File: src/hw/rtl/acs_pkg.sv
package acs_pkg;

    localparam int CP_W     = 21;
    localparam int LETTER_W = 6;
    localparam int MARK_W   = 11;
    localparam int MCNT_W   = 6;

    localparam logic [CP_W-1:0] CP_FIRST_LETTER = 21'h000621;
    localparam logic [CP_W-1:0] CP_LAST_LETTER  = 21'h00064A;
    localparam logic [CP_W-1:0] CP_TATWEEL      = 21'h000640;
    localparam logic [CP_W-1:0] CP_ALEF_MADDA   = 21'h000622;
    localparam logic [CP_W-1:0] CP_ALEF_HAMZA_A = 21'h000623;
    localparam logic [CP_W-1:0] CP_ALEF_HAMZA_B = 21'h000625;
    localparam logic [CP_W-1:0] CP_ALEF         = 21'h000627;
    localparam logic [15:0]     LIG_MADDA       = 16'hFEF5;
    localparam logic [15:0]     LIG_HAMZA_A     = 16'hFEF7;
    localparam logic [15:0]     LIG_HAMZA_B     = 16'hFEF9;
    localparam logic [15:0]     LIG_ALEF        = 16'hFEFB;
    localparam logic [LETTER_W-1:0] LAM_INDEX   = 6'h23;

    typedef enum logic [2:0] {
        JC_U = 3'd0,
        JC_D = 3'd1,
        JC_R = 3'd2,
        JC_C = 3'd3,
        JC_T = 3'd4
    } jclass_t;

    typedef struct packed {
        logic              lead_valid;
        logic [CP_W-1:0]   lead_code;
        logic [MCNT_W-1:0] mark_count;
        logic              mark_bank;
        logic              tail_valid;
        logic [CP_W-1:0]   tail_code;
        logic              dropped;
        logic              text_end;
    } shp_cmd_t;

    typedef struct packed {
        logic release_done;
        logic bank;
    } bank_stat_t;

    function automatic logic [15:0] letter_iso(input logic [LETTER_W-1:0] idx);
        logic [15:0] iso;
        unique case (idx)
            6'd0:  iso = 16'hFE80;
            6'd1:  iso = 16'hFE81;
            6'd2:  iso = 16'hFE83;
            6'd3:  iso = 16'hFE85;
            6'd4:  iso = 16'hFE87;
            6'd5:  iso = 16'hFE89;
            6'd6:  iso = 16'hFE8D;
            6'd7:  iso = 16'hFE8F;
            6'd8:  iso = 16'hFE93;
            6'd9:  iso = 16'hFE95;
            6'd10: iso = 16'hFE99;
            6'd11: iso = 16'hFE9D;
            6'd12: iso = 16'hFEA1;
            6'd13: iso = 16'hFEA5;
            6'd14: iso = 16'hFEA9;
            6'd15: iso = 16'hFEAB;
            6'd16: iso = 16'hFEAD;
            6'd17: iso = 16'hFEAF;
            6'd18: iso = 16'hFEB1;
            6'd19: iso = 16'hFEB5;
            6'd20: iso = 16'hFEB9;
            6'd21: iso = 16'hFEBD;
            6'd22: iso = 16'hFEC1;
            6'd23: iso = 16'hFEC5;
            6'd24: iso = 16'hFEC9;
            6'd25: iso = 16'hFECD;
            6'd32: iso = 16'hFED1;
            6'd33: iso = 16'hFED5;
            6'd34: iso = 16'hFED9;
            6'd35: iso = 16'hFEDD;
            6'd36: iso = 16'hFEE1;
            6'd37: iso = 16'hFEE5;
            6'd38: iso = 16'hFEE9;
            6'd39: iso = 16'hFEED;
            6'd40: iso = 16'hFEEF;
            6'd41: iso = 16'hFEF1;
            default: iso = 16'h0000;
        endcase
        return iso;
    endfunction

    function automatic jclass_t letter_cls(input logic [LETTER_W-1:0] idx);
        jclass_t cls;
        unique case (idx)
            6'd1, 6'd2, 6'd3, 6'd4, 6'd6, 6'd8,
            6'd14, 6'd15, 6'd16, 6'd17, 6'd39, 6'd40: cls = JC_R;
            6'd5, 6'd7, 6'd9, 6'd10, 6'd11, 6'd12, 6'd13,
            6'd18, 6'd19, 6'd20, 6'd21, 6'd22, 6'd23, 6'd24, 6'd25,
            6'd32, 6'd33, 6'd34, 6'd35, 6'd36, 6'd37, 6'd38, 6'd41: cls = JC_D;
            default: cls = JC_U;
        endcase
        return cls;
    endfunction

    function automatic logic is_mark(input logic [CP_W-1:0] c);
        return (c >= 21'h00064B && c <= 21'h00065F) || c == 21'h000670 ||
               (c >= 21'h0006D6 && c <= 21'h0006DC) ||
               (c >= 21'h0006DF && c <= 21'h0006E4) ||
               c == 21'h0006E7 || c == 21'h0006E8 ||
               (c >= 21'h0006EA && c <= 21'h0006ED);
    endfunction

    function automatic jclass_t class_of(input logic [CP_W-1:0] c);
        logic [CP_W-1:0] off;
        jclass_t         cls;
        off = c - CP_FIRST_LETTER;
        if (is_mark(c))
            cls = JC_T;
        else if (c == CP_TATWEEL)
            cls = JC_C;
        else if (c >= CP_FIRST_LETTER && c <= CP_LAST_LETTER)
            cls = letter_cls(off[LETTER_W-1:0]);
        else
            cls = JC_U;
        return cls;
    endfunction

    function automatic logic [CP_W-1:0] pick_form(input logic [LETTER_W-1:0] idx,
                                                  input logic joins_back,
                                                  input logic after);
        logic [15:0] iso;
        jclass_t     cls;
        logic [1:0]  off;
        iso = letter_iso(idx);
        cls = letter_cls(idx);
        off = 2'd0;
        if (cls == JC_D)
            off = {after, joins_back};
        else if (cls == JC_R && joins_back && !after)
            off = 2'd1;
        return CP_W'(iso + 16'(off));
    endfunction

    function automatic logic [CP_W-1:0] lig_of(input logic [CP_W-1:0] c,
                                               input logic joins_back);
        logic [15:0] base;
        unique case (c)
            CP_ALEF_MADDA:   base = LIG_MADDA;
            CP_ALEF_HAMZA_A: base = LIG_HAMZA_A;
            CP_ALEF_HAMZA_B: base = LIG_HAMZA_B;
            CP_ALEF:         base = LIG_ALEF;
            default:         base = 16'h0000;
        endcase
        return (base == 16'h0000) ? '0 : CP_W'(base + 16'(joins_back));
    endfunction

endpackage

File: src/hw/rtl/acs_back.sv
module acs_back
    import acs_pkg::*;
#(
    parameter int MARK_DEPTH = 8
) (
    input  logic                            clk,
    input  logic                            rst_n,
    input  shp_cmd_t                        head,
    input  logic                            empty,
    output logic                            pop,
    output bank_stat_t                      stat,
    output logic                            rd_en,
    output logic [$clog2(2*MARK_DEPTH)-1:0] rd_addr,
    input  logic [MARK_W-1:0]               rd_data,
    output logic                            shaped_valid,
    input  logic                            shaped_ready,
    output logic [CP_W-1:0]                 shaped_point,
    output logic                            run_last,
    output logic                            text_last,
    output logic                            mark_dropped
);

    localparam int AW = $clog2(2 * MARK_DEPTH);

    typedef enum logic [2:0] {
        S_IDLE,
        S_LEAD,
        S_MREQ,
        S_MWAIT,
        S_TAIL
    } state_t;

    state_t            state_reg, state_next;
    shp_cmd_t          cmd_reg, cmd_next;
    logic [MCNT_W-1:0] idx_reg, idx_next;
    logic              out_valid_reg, out_valid_next;
    logic [CP_W-1:0]   shaped_reg, shaped_next;
    logic              run_last_reg, run_last_next;
    logic              text_last_reg, text_last_next;
    logic              dropped_reg, dropped_next;

    logic              out_free;
    logic              last_mark;
    logic [MCNT_W-1:0] rd_idx;

    always_comb
    begin
        out_free  = !out_valid_reg || shaped_ready;
        last_mark = ({1'b0, idx_reg} + (MCNT_W+1)'(1)) == {1'b0, cmd_reg.mark_count};

        state_next     = state_reg;
        cmd_next       = cmd_reg;
        idx_next       = idx_reg;
        out_valid_next = out_valid_reg && !shaped_ready;
        shaped_next    = shaped_reg;
        run_last_next  = run_last_reg;
        text_last_next = text_last_reg;
        dropped_next   = dropped_reg;

        pop    = 1'b0;
        rd_en  = 1'b0;
        rd_idx = idx_reg;
        stat   = '0;
        stat.bank = cmd_reg.mark_bank;

        unique case (state_reg)
            S_IDLE:
            begin
                if (!empty)
                begin
                    pop      = 1'b1;
                    cmd_next = head;
                    idx_next = '0;
                    priority if (head.lead_valid)
                        state_next = S_LEAD;
                    else if (head.mark_count != '0)
                        state_next = S_MREQ;
                    else
                        state_next = S_TAIL;
                end
            end
            S_LEAD:
            begin
                if (out_free)
                begin
                    out_valid_next = 1'b1;
                    shaped_next    = cmd_reg.lead_code;
                    run_last_next  = (cmd_reg.mark_count == '0) && !cmd_reg.tail_valid;
                    text_last_next = run_last_next && cmd_reg.text_end;
                    dropped_next   = cmd_reg.dropped;
                    priority if (cmd_reg.mark_count != '0)
                        state_next = S_MREQ;
                    else if (cmd_reg.tail_valid)
                        state_next = S_TAIL;
                    else
                        state_next = S_IDLE;
                end
            end
            S_MREQ:
            begin
                rd_en      = 1'b1;
                state_next = S_MWAIT;
            end
            S_MWAIT:
            begin
                if (out_free)
                begin
                    out_valid_next = 1'b1;
                    shaped_next    = CP_W'(rd_data);
                    run_last_next  = last_mark && !cmd_reg.tail_valid;
                    text_last_next = run_last_next && cmd_reg.text_end;
                    dropped_next   = cmd_reg.dropped;
                    if (last_mark)
                    begin
                        stat.release_done = 1'b1;
                        state_next = cmd_reg.tail_valid ? S_TAIL : S_IDLE;
                    end
                    else
                    begin
                        idx_next = idx_reg + MCNT_W'(1);
                        rd_en    = 1'b1;
                        rd_idx   = idx_next;
                    end
                end
            end
            S_TAIL:
            begin
                if (out_free)
                begin
                    out_valid_next = 1'b1;
                    shaped_next    = cmd_reg.tail_code;
                    run_last_next  = 1'b1;
                    text_last_next = cmd_reg.text_end;
                    dropped_next   = cmd_reg.dropped;
                    state_next     = S_IDLE;
                end
            end
            default:
            begin
                state_next = S_IDLE;
            end
        endcase

        rd_addr = cmd_reg.mark_bank ? AW'(MARK_DEPTH) + AW'(rd_idx) : AW'(rd_idx);
    end

    always_ff @(posedge clk or negedge rst_n)
    begin
        if (!rst_n)
        begin
            state_reg     <= S_IDLE;
            out_valid_reg <= 1'b0;
            idx_reg       <= '0;
        end
        else
        begin
            state_reg     <= state_next;
            out_valid_reg <= out_valid_next;
            idx_reg       <= idx_next;
        end
    end

    always_ff @(posedge clk)
    begin
        cmd_reg       <= cmd_next;
        shaped_reg    <= shaped_next;
        run_last_reg  <= run_last_next;
        text_last_reg <= text_last_next;
        dropped_reg   <= dropped_next;
    end

    assign shaped_valid = out_valid_reg;
    assign shaped_point = shaped_reg;
    assign run_last     = run_last_reg;
    assign text_last    = text_last_reg;
    assign mark_dropped = dropped_reg;

    a_marks_in_range: assert property (@(posedge clk) disable iff (!rst_n)
        (state_reg == S_MREQ || state_reg == S_MWAIT) |-> idx_reg < cmd_reg.mark_count)
        else $error("mark index beyond group size");

    a_text_last_ends_run: assert property (@(posedge clk) disable iff (!rst_n)
        (out_valid_reg && text_last_reg) |-> run_last_reg)
        else $error("string end on a beat that does not close its item");

endmodule

File: config.mk
export PLATFORM = sky130hd
export DESIGN_NAME = acs_back
export DESIGN_NICKNAME = d
export VERILOG_FILES = /design/src/hw/rtl/acs_pkg.sv /design/src/hw/rtl/acs_back.sv
export SDC_FILE = /design/constraint.sdc
export NUM_CORES = 1
export LEC_CHECK = 0
export ABC_AREA = 1
export BUFFER_PORTS_ARGS = -buffer_cell sky130_fd_sc_hd__buf_2
export CAP_MARGIN = 10
export CORE_MARGIN = 1.5
export CORE_UTILIZATION = 50
export DETAILED_ROUTE_END_ITERATION = 10
export PLACE_DENSITY = 0.78
export RECOVER_POWER = 50
export SLEW_MARGIN = 0
export SYNTH_ARGS = -nofsm -noshare
export SYNTH_HDL_FRONTEND = slang
export SYNTH_SLANG_ARGS = --single-unit
File: constraint.sdc
create_clock -name clk -period 5.1 [get_ports clk]
set_input_delay 0.255 -clock clk [delete_from_list [all_inputs] [get_ports clk]]
set_output_delay 0.255 -clock clk [all_outputs]
set_load 0.02 [all_outputs]
==> impl_summary.md, run 1 <==
Clocking
The source-to-sink clock delay at the later pin of the worst-skew pair is roughly 0.34 ns. The clock buffer count from CTS is 9. The clock-pin transition on the worst setup and hold timing paths is 0.09 ns. The worst-case clock buffer depth is 2.

The H-tree depth is 3. Gates resized during post-CTS repair numbered 0. The TritonCTS clock tree is yes. The cell chosen for the clock root is sky130_fd_sc_hd__clkbuf_8. The number of clock sinks is 86.

Placed design
The port buffer count is 100. At the end of routability-driven placement, the weighted congestion stood at 0.819. Summing all placed instances gives a cell area of 4170 µm². The post-DP HPWL is between 5 and 6 mm.

Route
Once detail routing completed, the nets flagged for antenna violations numbered 0. After detailed routing, the total wire length is about 7.4 mm. The final routed wire length divided by cell count is ~15 µm. Before antenna repair, the detailed router went through 4 iterations. The number of vias per cell after detailed routing is about 5.2.

The DRC violation total after the first TritonRoute iteration is about 180. The number of vias in the routed layout is around 2500. The detailed-route DRC error count is 0.

Run
The number of maximum-capacitance violations is 0.

Final layout
The antenna cell count is 0. The number of nets in the final layout is ~460. The register with the most flip-flops in the layout has between 50 and 60 of them. The register area is approximately 2500 µm². The layout-stage area growth over the synthesis result is 21.8%.

The finished cells cover 4370 µm². Of the cells placed in the final design, the portion with a size suffix greater than 1 is between 20% and 30%. The number of fill cells is between 500 and 600. The combined area of the multi-input logic cells is approximately 910 µm².

Timing
Static timing analysis puts the maximum clock frequency at roughly 0.26 GHz. The clock skew is roughly 0.013 ns. The final hold slack is about 0.083 ns. The clock period minus worst slack is 3.78 ns. The worst pin sits at a relative slew slack of around 30%. Dividing the final minimum period by the clock period gives between 70 and 80%. The count of pins over their slew limit is 0. The worst-margin pin slew is between 1 and 1.5 ns. Setup repair after global routing left no endpoint under its margin. The post-route setup TNS is 0 ns. Setup violations remaining at the end of the flow were counted as 0. The count of final hold-check violations was 0.

Synthesis
The proportion of synthesized chip area in sequential cells is 70.6%. The total of flip-flops plus latches after synthesis is 86. Counting flops with a built-in enable in the synthesized netlist gives 76. In the synthesized netlist the dominant register cell turns out to be sky130_fd_sc_hd__edfxtp_1. The commonest cells after synthesis are sky130_fd_sc_hd__edfxtp_1 (76), sky130_fd_sc_hd__nand2_1 (58), sky130_fd_sc_hd__nand3_1 (35).

The distinct cell type count of the synthesized netlist is 37. The share of the synthesized area in the top cell type is 63.6%. The average size of a mapped cell is between 10 and 15 µm². In the post-synthesis netlist, the biggest area contributors are sky130_fd_sc_hd__edfxtp_1 (64%), sky130_fd_sc_hd__dfrtp_1 (7.0%), sky130_fd_sc_hd__nand2_1 (6.1%).

The most common cell in the synthesized netlist is sky130_fd_sc_hd__edfxtp_1. After synthesis the cells add up to around 3600 µm². The proportion of synthesized flip-flops having asynchronous set or reset is between 10% and 20%. Synthesis produced a netlist whose cell count is ~280. Of all cell types, the one taking the most synthesized area is sky130_fd_sc_hd__edfxtp_1. During synthesis, Yosys emitted a total of 0 warnings.

The total nets after synthesis is roughly 350.

Die
The initialized floorplan defines 30 standard-cell rows. For this configuration, the core starts out at a cell density of between 50 and 60%. In this run the count of I/O pins placed on the die edge is roughly 100. The die covers 7690 µm².

The height of the chip is between 80 and 90 µm. The core region area is 6870 µm². Measured along the x axis, the die boundary spans 87.7 µm.

Global route
The number of global-route vias before repair is 2333. Summed over all layers, the global routing overflow is 0. Global routing consumed, on the met1 layer, between 20% and 30% of the routing resources.

Global routing consumed, over all layers together, 19.7% of the routing resources. The global routing usage on met3 is about 4.9%. The initial antenna violation count came to 0.

The first-pass GRT wire length is approximately 11 mm. In this run the most used layer during global routing was met2. The routing usage on met2 is between 30% and 40%.

The pin count of the biggest net entering global routing is 39.

Worst setup path
The number of cells on the worst reg-to-reg path is 8. The arrival time of data at the critical path endpoint is between 3 and 4 ns. Tracing the worst setup path back leads to its startpoint at state_reg[2].

The launching point of the worst reg2reg path is state_reg[2]. In this run the worst path has a maximum fanout of 25. The endpoint kind of the worst setup timing path is a register. The critical path ends at shaped_point[3]. The destination of the worst register-to-register timing path is shaped_point[3]. The critical path startpoint category is a register. The required arrival time at the worst endpoint is 5.04 ns. The category of the critical setup timing path is reg2reg. The setup check on the worst reg-to-reg path leaves a slack of around 1.3 ns.

Pwr
Dividing total power by cell area gives a power density of a little under 600 nW/µm². The leakage power of the design is roughly 1.7 nW. The worst ir drop on vdd is ~0.24 mV.

Outcome
The run finished with clean final reports.

Hold path
The worst hold path class is in2reg.
-- critical path: stages (launching register included) --
cell	delay [ns]
sky130_fd_sc_hd__dfrtp_1	0.90
sky130_fd_sc_hd__inv_1	0.23
sky130_fd_sc_hd__nand2_1	0.16
sky130_fd_sc_hd__nor2_1	0.05
sky130_fd_sc_hd__clkbuf_1	0.40
sky130_fd_sc_hd__a21oi_2	0.92
sky130_fd_sc_hd__nand2_1	0.17
sky130_fd_sc_hd__nand2_1	0.15
sky130_fd_sc_hd__inv_1	0.38
-- metrics by stage --
| stage | instances | power (mW) | util (%) | setup WS, ns |
|---|---|---|---|---|
| floorplan | 284 | 1.80 | - | 1.19 |
| global placement | 472 | 2.05 | 60.8 | 1.97 |
| detailed placement | 472 | 2.09 | 60.8 | 1.69 |
| CTS | 489 | 2.64 | 64.4 | 1.65 |
| global route | 489 | 2.75 | 63.6 | 0.962 |
| finish | 489 | 2.60 | 63.6 | 1.32 |
-- placed cells by master (no fill, tap or decap), drive strengths merged, types with 2 or more instances in the layout --
master / Yosys / final
nand4: 2 / 2
o21ai: 15 / 15
buf: 3 / 66
nor2: 16 / 16
inv: 22 / 22
edfxtp: 76 / 76
a32o: 10 / 10
nand2: 64 / 64
nand3: 39 / 39
clkinv: 1 / 3
bufinv: 0 / 3
a21oi: 3 / 3
nor3: 4 / 4
dfrtp: 10 / 10
o22ai: 3 / 3
clkbuf: 7 / 46
-- timing repair --
item,4_1_cts,5_1_grt
endpoints found under the hold margin,10,0
buffers inserted,0,0
hold buffers,1,0
-- power breakdown --
| group | switching (mW) | total, mW | internal (mW) |
|---|---|---|---|
| logic | 0.633 | 0.866 | 0.233 |
| clock network | 0.231 | 0.556 | 0.325 |
| registers | 0.116 | 1.18 | 1.06 |
| total | 0.980 | 2.60 | 1.62 |
-- worst min path at each step --
stage                  start  cells past startpoint  slack, ns     endpoint
detailed placement     rst_n                      1       0.14   idx_reg[2]
global placement       rst_n                      1       0.13   idx_reg[2]
finish              head[37]                      1       0.08  cmd_reg[37]
CTS                 head[13]                      1       0.07  cmd_reg[13]
floorplan              rst_n                      0      -0.04   idx_reg[0]
global route        head[37]                      1       0.06  cmd_reg[37]
-- cells by family (layout without fill, tap and decap cells) --
| group | after synthesis | count (layout) | synth area share [%] |
|---|---|---|---|
| buffers and inverters | 33 | 142 | 4.11 |
| AND/OR/NAND/NOR | 128 | 128 | 17.5 |
| XOR/XNOR | 1 | 1 | 0.244 |
| AO/OA/AOI/OAI | 35 | 35 | 7.22 |
| flip-flops | 86 | 86 | 70.6 |
| adder cells (fa/ha/maj) | 1 | 1 | 0.349 |
-- layer usage --
metal | vias up | share of wire (%)
li1 | 1227 | -
met1 | 1217 | 41
met2 | 88 | 53
met3 | 8 | 5.8
met4 | 0 | 1.1
met5 | - | 0
-- layout make-up --
class                   instances  area share (%)
clock inverters                 6            2.52
inverters                      23            2.00
multi-input cells             165            20.9
flip-flops and latches         86            58.0
well taps                      96            2.75
repair buffers                103            10.9
clock buffers                  10            2.92
Note: power is estimated with default switching activity, not from simulation.
==> inputs of run 2 (changes only) <==
- CORE_UTILIZATION: 50 -> 47
- PLACE_DENSITY: 0.78 -> 0.77
- clock period: 5.1 -> 3.16 ns (I/O delays scaled with it)
==> impl_summary.md, run 2 (synthesized netlist as in run 1, its figures left out) <==
Timing
The worst-margin pin slew is 1.18 ns (+0.135 ns). The max-slew headroom at the worst pin is 21.1% (-9.1 points). The final hold slack is 0.0937 ns (+0.0104 ns).

The post-route fraction of the period consumed by the critical path is 80.8%. The maximum clock frequency is between 0.3 and 0.4 GHz. The count of final hold-check violations came to 0 (unchanged). Setup repair after global routing left no endpoint under its margin. The post-route setup TNS was 0 ns (unchanged).

The clock skew is 0.00717 ns (-0.00543 ns). The count of pins over their slew limit was 0 (unchanged). The total of endpoints with negative setup slack in the final report is 0 (unchanged). After layout, the minimum clock period comes to ~2.6 ns.

Final layout
The number of nets in the final layout is 514 (+12%). The library cells used most frequently in the layout, excluding fill and tap cells, are sky130_fd_sc_hd__edfxtp_1 (76), sky130_fd_sc_hd__buf_2 (67), sky130_fd_sc_hd__nand2_1 (58). The fraction of final layout cells with drive strength greater than 1 is 24.7% (-1.3 points). The antenna cell count is 0 (unchanged). The number of flip-flops under the largest register name is 51 (unchanged). Relative to the synthesized area, the layout overhead comes to 36.4%. The most frequent standard cell in the layout excluding fill and tap cells is sky130_fd_sc_hd__edfxtp_1.

Pwr
The leakage power of the design was 1.95 nW (+13%). The worst ir drop on vdd came to 0.369 mV (+55%). The overall power after layout is 4.19 mW (+61%). The total power per unit cell area is 855 nW/µm² (+44%).

Clocking
The worst-case clock buffer depth is 2 (unchanged). The number of clock sinks is 86 (unchanged). The source-to-sink clock delay at the later pin of the worst-skew pair is 0.35 ns (about the same). The clock-pin transition on the worst setup and hold timing paths is 0.09 ns (about the same).

The TritonCTS clock tree is yes. The clock buffer count from CTS is 9 (unchanged). The number of gates given a new drive strength after cts is 0 (unchanged). The H-tree depth is 3 (unchanged). The cell chosen for the clock root is sky130_fd_sc_hd__clkbuf_8.

Worst setup path
The top fanout value on the critical path is 22 (-12%). The required arrival time at the worst endpoint is 3.00 ns (-2.04 ns). The category of the critical setup timing path is reg2out. The arrival time of data at the critical path endpoint came to 2.40 ns (-1.32 ns).

The worst-path cell with the longest stage delay is sky130_fd_sc_hd__nor2_2. The endpoint kind of the worst setup timing path is a primary output. The critical path startpoint category is a register. The maximum single-stage delay on the critical path was 0.90 ns (-0.02 ns).

The signal on the critical path passes through inv_1, nand2_1, nor2_2, buf_2.

Route
The number of vias in the routed layout is 2779 (+9.4%). The number of detailed-routing iterations run before antenna repair is 5 (+1). The final routed wire length divided by cell count is 15.1 µm (about the same).

The residual antenna-violating net count after detailed routing is 0 (unchanged). The total wire length after detailed routing is 8.31 mm (+12%). The DRC violation total after the first TritonRoute iteration is 221 (+23%). The number of vias per cell after detailed routing is 5.06 (-2.5%).

The detailed-route DRC error count is 0 (unchanged).

Global route
The global routing usage on met3 is 7.15% (+2.3 points). The first-pass GRT wire length was 13.6 mm (+21%). The number of global-route vias before repair is 2893 (+24%). The total congestion overflow after global routing was 0 (unchanged).

The global router's overall resource usage was 21.7% (+2.0 points). The initial antenna violation count was 0 (unchanged). The routing usage on met2 is 40.3% (+6.8 points). The pin count of the biggest net entering global routing is 25 (-36%). The busiest layer in global routing is met2.

The met1 track demand over resource in global routing was 23.0% (-2.1 points).

Die
The core region area is 7330 µm² (+6.7%). The count of boundary I/O pins is 101 (unchanged). The height of the chip came to 90.4 µm (+3.0%).

The area of the die was 8170 µm² (+6.2%). The total number of placement rows is 31 (+3.3%). The horizontal extent of the die was 90.4 µm (+3.0%). The initial cell density of the core is 49.0% (-3.3 points).

Placed design
The routability-driven placement congestion ratio was 0.861 (+5.2%). The port buffer count is 100 (unchanged). The post-DP HPWL is 5.28 mm (-1.1%).

Hold path
The worst hold path class is in2reg.

Outcome
The flow ran to the end, and the final reports show no timing, DRC or antenna violations.

Run
The number of maximum-capacitance violations is 0 (unchanged).
-- run 2: cell types whose count changed in the layout (fill, tap and decap cells not counted), moves of 2 or more --
cell                            before  now
sky130_fd_sc_hd__buf_2              65   67
sky130_fd_sc_hd__buf_4               1    5
sky130_fd_sc_hd__bufinv_16           3    1
sky130_fd_sc_hd__clkbuf_1           37   34
sky130_fd_sc_hd__clkinvlp_4          1    3
sky130_fd_sc_hd__dlygate4sd3_1       1   53
-- run 2: power breakdown --
group          internal [mW]  switching, mW  total, mW
clock                  0.374          0.412      0.786
sequential              1.71          0.158       1.87
combinational          0.452           1.08       1.53
-- run 2: area by class of cell --
cell class,count,area [µm²]
multi-input cells,165,910
fillers,537,2440
well taps,99,124
clock inverters,7,81.3
clock buffers,9,124
flip-flops and latches,86,2530
inverters,23,87.6
repair buffers,160,1040
-- run 2: path summary, 6_finish.rpt --
path | from | to | slack [ns] | depth (start not counted)
setup reg to reg | state_reg[2] | cmd_reg[23] | 0.72 | 4
setup / recovery | state_reg[2] | pop | 0.61 | 4
min in group asynchronous | rst_n | idx_reg[1] | 0.31 | 2
hold reg to reg | cmd_reg[1] | mark_dropped | 0.43 | 0
hold / removal | rd_data[2] | shaped_point[2] | 0.09 | 3
max in group asynchronous | rst_n | state_reg[2] | 2.47 | 2
-- run 2: timing repair --
item                      4_1_cts  5_1_grt
setup buffers                   0        0
hold endpoints to repair       62        0
hold buffers                   53        0
-- run 2: through the flow --
stage | area, µm² | setup WS (ns) | utilization (%) | instances
3_5_place_dp | 4220 | 1.02 | 57.5 | 480
3_3_place_gp | 4220 | 1.06 | 57.5 | 480
6_report | 4890 | 0.606 | 66.8 | 549
5_1_grt | 4890 | 0.412 | 66.8 | 549
4_1_cts | 4950 | 0.614 | 67.5 | 549
2_1_floorplan | 3590 | 0.251 | - | 284
-- run 2: worst max-delay path, delay by kind of cell (launching register included) --
family                 cells  cell delay (ns)
buffers and inverters      2             0.51
DFF                        1             0.52
and+or+nand+nor            2             1.02
-- run 2: routing by layer --
metal,part of all wire [%],up-vias
li1,-,1339
met1,39,1325
met2,53,99
met3,6.5,16
met4,1.7,0
met5,0,-
==> inputs of run 3 (changes only) <==
- CORE_UTILIZATION: 47 -> 50
- PLACE_DENSITY: 0.77 -> 0.78
- clock period: 3.16 -> 2.59 ns (I/O delays scaled with it)
==> impl_summary.md, run 3 (synthesized netlist as in run 1, its figures left out) <==
Route
The number of vias in the routed layout is 2835 (+2.0%). The final routed wire length divided by cell count came to 15.5 µm (+2.6%). The DRC violation total after the first TritonRoute iteration is 208 (-5.9%).

The number of detailed-routing iterations run before antenna repair is 5 (unchanged). The total wire length after detailed routing was 8.51 mm (+2.4%). The detailed-route DRC error count is 0 (unchanged). The number of vias per cell after detailed routing was 5.17 (+2.2%). The residual antenna-violating net count after detailed routing came to 0 (unchanged).

Clocking
The source-to-sink clock delay at the later pin of the worst-skew pair was 0.35 ns (about the same). The worst-case clock buffer depth is 2 (unchanged). The H-tree depth came to 3 (unchanged). The clock-pin transition on the worst setup and hold timing paths is 0.09 ns (about the same).

The cell chosen for the clock root is sky130_fd_sc_hd__clkbuf_8. The clock buffer count from CTS was 9 (unchanged). The number of clock sinks is 86 (unchanged). The TritonCTS clock tree is yes.

Timing
The worst-margin pin slew is 1.07 ns (-0.107 ns). The clock period minus worst slack is between 2 and 2.5 ns. The count of pins over their slew limit is 0 (unchanged).

The clock skew came to 0.00898 ns (+0.00181 ns). The count of final hold-check violations is 0 (unchanged). The max-slew headroom at the worst pin is 28.3% (+7.2 points). The maximum clock frequency is between 0.4 and 0.5 GHz.

After layout, the worst path uses a little over nine tenths of the clock period. The total of endpoints with negative setup slack in the final report is 0 (unchanged).

Worst setup path
The signal on the critical path passes through ha_2, nand2_1, clkinv_2, o21ai_0, nand2_1, nor2_4, nand3_4, nand2_8, nand2_1, nand3_1, o21ai_0, buf_2. The maximum single-stage delay on the critical path is 0.45 ns (-0.45 ns). STA classifies the critical path endpoint as a primary output.

The most numerous cell on the critical path is sky130_fd_sc_hd__nand2_1. The worst setup path is of the reg2out kind. For this design, the slowest cell found on the critical path is sky130_fd_sc_hd__dfrtp_2. The buffering stage count on the worst path with inverters included is 2 (unchanged).

STA classifies the critical path startpoint as a register. The required arrival time at the worst endpoint is 2.46 ns (-0.54 ns). The top fanout value on the critical path is 6 (-73%). Broken down by cell family, the worst path's largest delay share belongs to simple AND/OR/NAND/NOR gates. The arrival time of data at the critical path endpoint came to 2.32 ns (-0.08 ns).

Pwr
The internal power of the cells is 3.32 mW (+31%). The total power per unit cell area is 1080 nW/µm² (+26%). The switching part of the total power is 38.0% (-1.4 points). The net switching power came to 2.03 mW (+23%). The overall power after layout is 5.35 mW (+28%). The part of the total power dissipated in combinational logic was 36.0% (-0.6 points). The relative contribution of sequential cells to total power came to 42.5% (-2.1 points). The worst ir drop on vdd came to 0.587 mV (+59%). The share of power burned in the clock network was 21.5% (+2.7 points). The leakage power of the design is 1.99 nW (+2.1%).

Die
The area of the die is 7690 µm² (-5.8%). The count of boundary I/O pins is 101 (unchanged). The horizontal extent of the die is 87.7 µm (-2.9%). The height of the chip was 87.7 µm (-2.9%). The core region area is 6870 µm² (-6.3%). The initial cell density of the core is 52.2% (+3.3 points). The total number of placement rows is 30 (-3.2%).

Outcome
The run finished with clean final reports.

Final layout
The area growth from synthesis to layout is 38.6%. The number of fill cells is 483 (-10%). The final design instance area without fill came to 4970 µm² (+1.6%). The number of nets in the final layout is 516 (+0.39%).

The top cell types in the final layout, fill and taps aside, are sky130_fd_sc_hd__edfxtp_1 (76), sky130_fd_sc_hd__buf_2 (67), sky130_fd_sc_hd__nand2_1 (58). The most frequent standard cell in the layout excluding fill and tap cells is sky130_fd_sc_hd__edfxtp_1. The fraction of final layout cells with drive strength greater than 1 is 25.9% (+1.2 points). The antenna cell count is 0 (unchanged). The number of flip-flops under the largest register name is 51 (unchanged).

The final standard cell utilization of the core is 72.4% (+5.6 points).

Global route
The number of global-route vias before repair came to 2701 (-6.6%). The pin count of the biggest net entering global routing is 38 (+52%). The initial antenna violation count is 0 (unchanged). The global router's overall resource usage is 22.9% (+1.2 points). The first-pass GRT wire length came to 12.9 mm (-4.7%). The total congestion overflow after global routing is 0 (unchanged).

Placed design
The routability-driven placement congestion ratio came to 0.939 (+9.0%). The port buffer count came to 100 (unchanged). The placement-stage cell area came to 4220 µm² (about the same). The post-DP HPWL came to 5.19 mm (-1.6%).

Hold path
The tightest min-delay check is of the in2reg type.

Run
The number of maximum-capacitance violations is 0 (unchanged).
## run 3: path summary, 6_finish.rpt
path	from	slack [ns]	endpoint	cells past startpoint
min in group asynchronous	rst_n	0.28	idx_reg[5]	2
hold / removal	rd_data[5]	0.06	shaped_point[5]	3
max in group asynchronous	rst_n	1.90	idx_reg[0]	2
hold reg to reg	cmd_reg[1]	0.43	mark_dropped	0
setup reg to reg	state_reg[0]	0.26	shaped_point[9]	6
setup / recovery	idx_reg[0]	0.14	rd_addr[0]	12
## run 3: metal layers
metal	share of wire, %	vias to the layer above	track usage [%]
li1	-	1341	-
met1	38	1354	27.0
met2	53	121	40.7
met3	6.4	19	4.24
met4	2.3	0	10.4
met5	0	-	0
## run 3: layout make-up
| cell class | count | area, µm² | area share (%) |
|---|---|---|---|
| clock buffers | 10 | 128 | 2.57 |
| repair buffers | 162 | 1060 | 21.4 |
| clock inverters | 6 | 116 | 2.34 |
| well taps | 96 | 120 | 2.42 |
| flip-flops and latches | 86 | 2530 | 51.0 |
| inverters | 23 | 87.6 | 1.76 |
| multi-input cells | 165 | 923 | 18.6 |
## run 3: what timing repair did
item	in CTS	in global routing
setup buffers	0	3
gates resized for setup	0	4
endpoints found under the hold margin	62	0
setup endpoints to repair	0	4
hold buffers	53	0
## run 3: metrics by stage
stage	cells	TNS [ns]	setup WS [ns]	hold slack [ns]
floorplan	284	0	0.340	-0.166
global placement	476	0	0.545	0.00671
detailed placement	476	0	0.460	0.00952
CTS	545	0	0.0413	0.0563
global route	548	-0.0494	-0.0297	0.0682
finish	548	0	0.138	0.0615
## run 3: power by group through the flow
stage               clock [mW]  combinational [mW]  sequential (mW)
finish                    1.15                1.93             2.28
detailed placement           0                1.88             2.29
global placement             0                1.84             2.27
CTS                       1.15                1.95             2.26
global route              1.21                2.11             2.31
floorplan                    0                1.03             2.51
## run 3: tightest hold or removal path: stages
cell	delay, ns
sky130_fd_sc_hd__buf_2	0.07
sky130_fd_sc_hd__nand2_1	0.04
sky130_fd_sc_hd__nand3_1	0.07
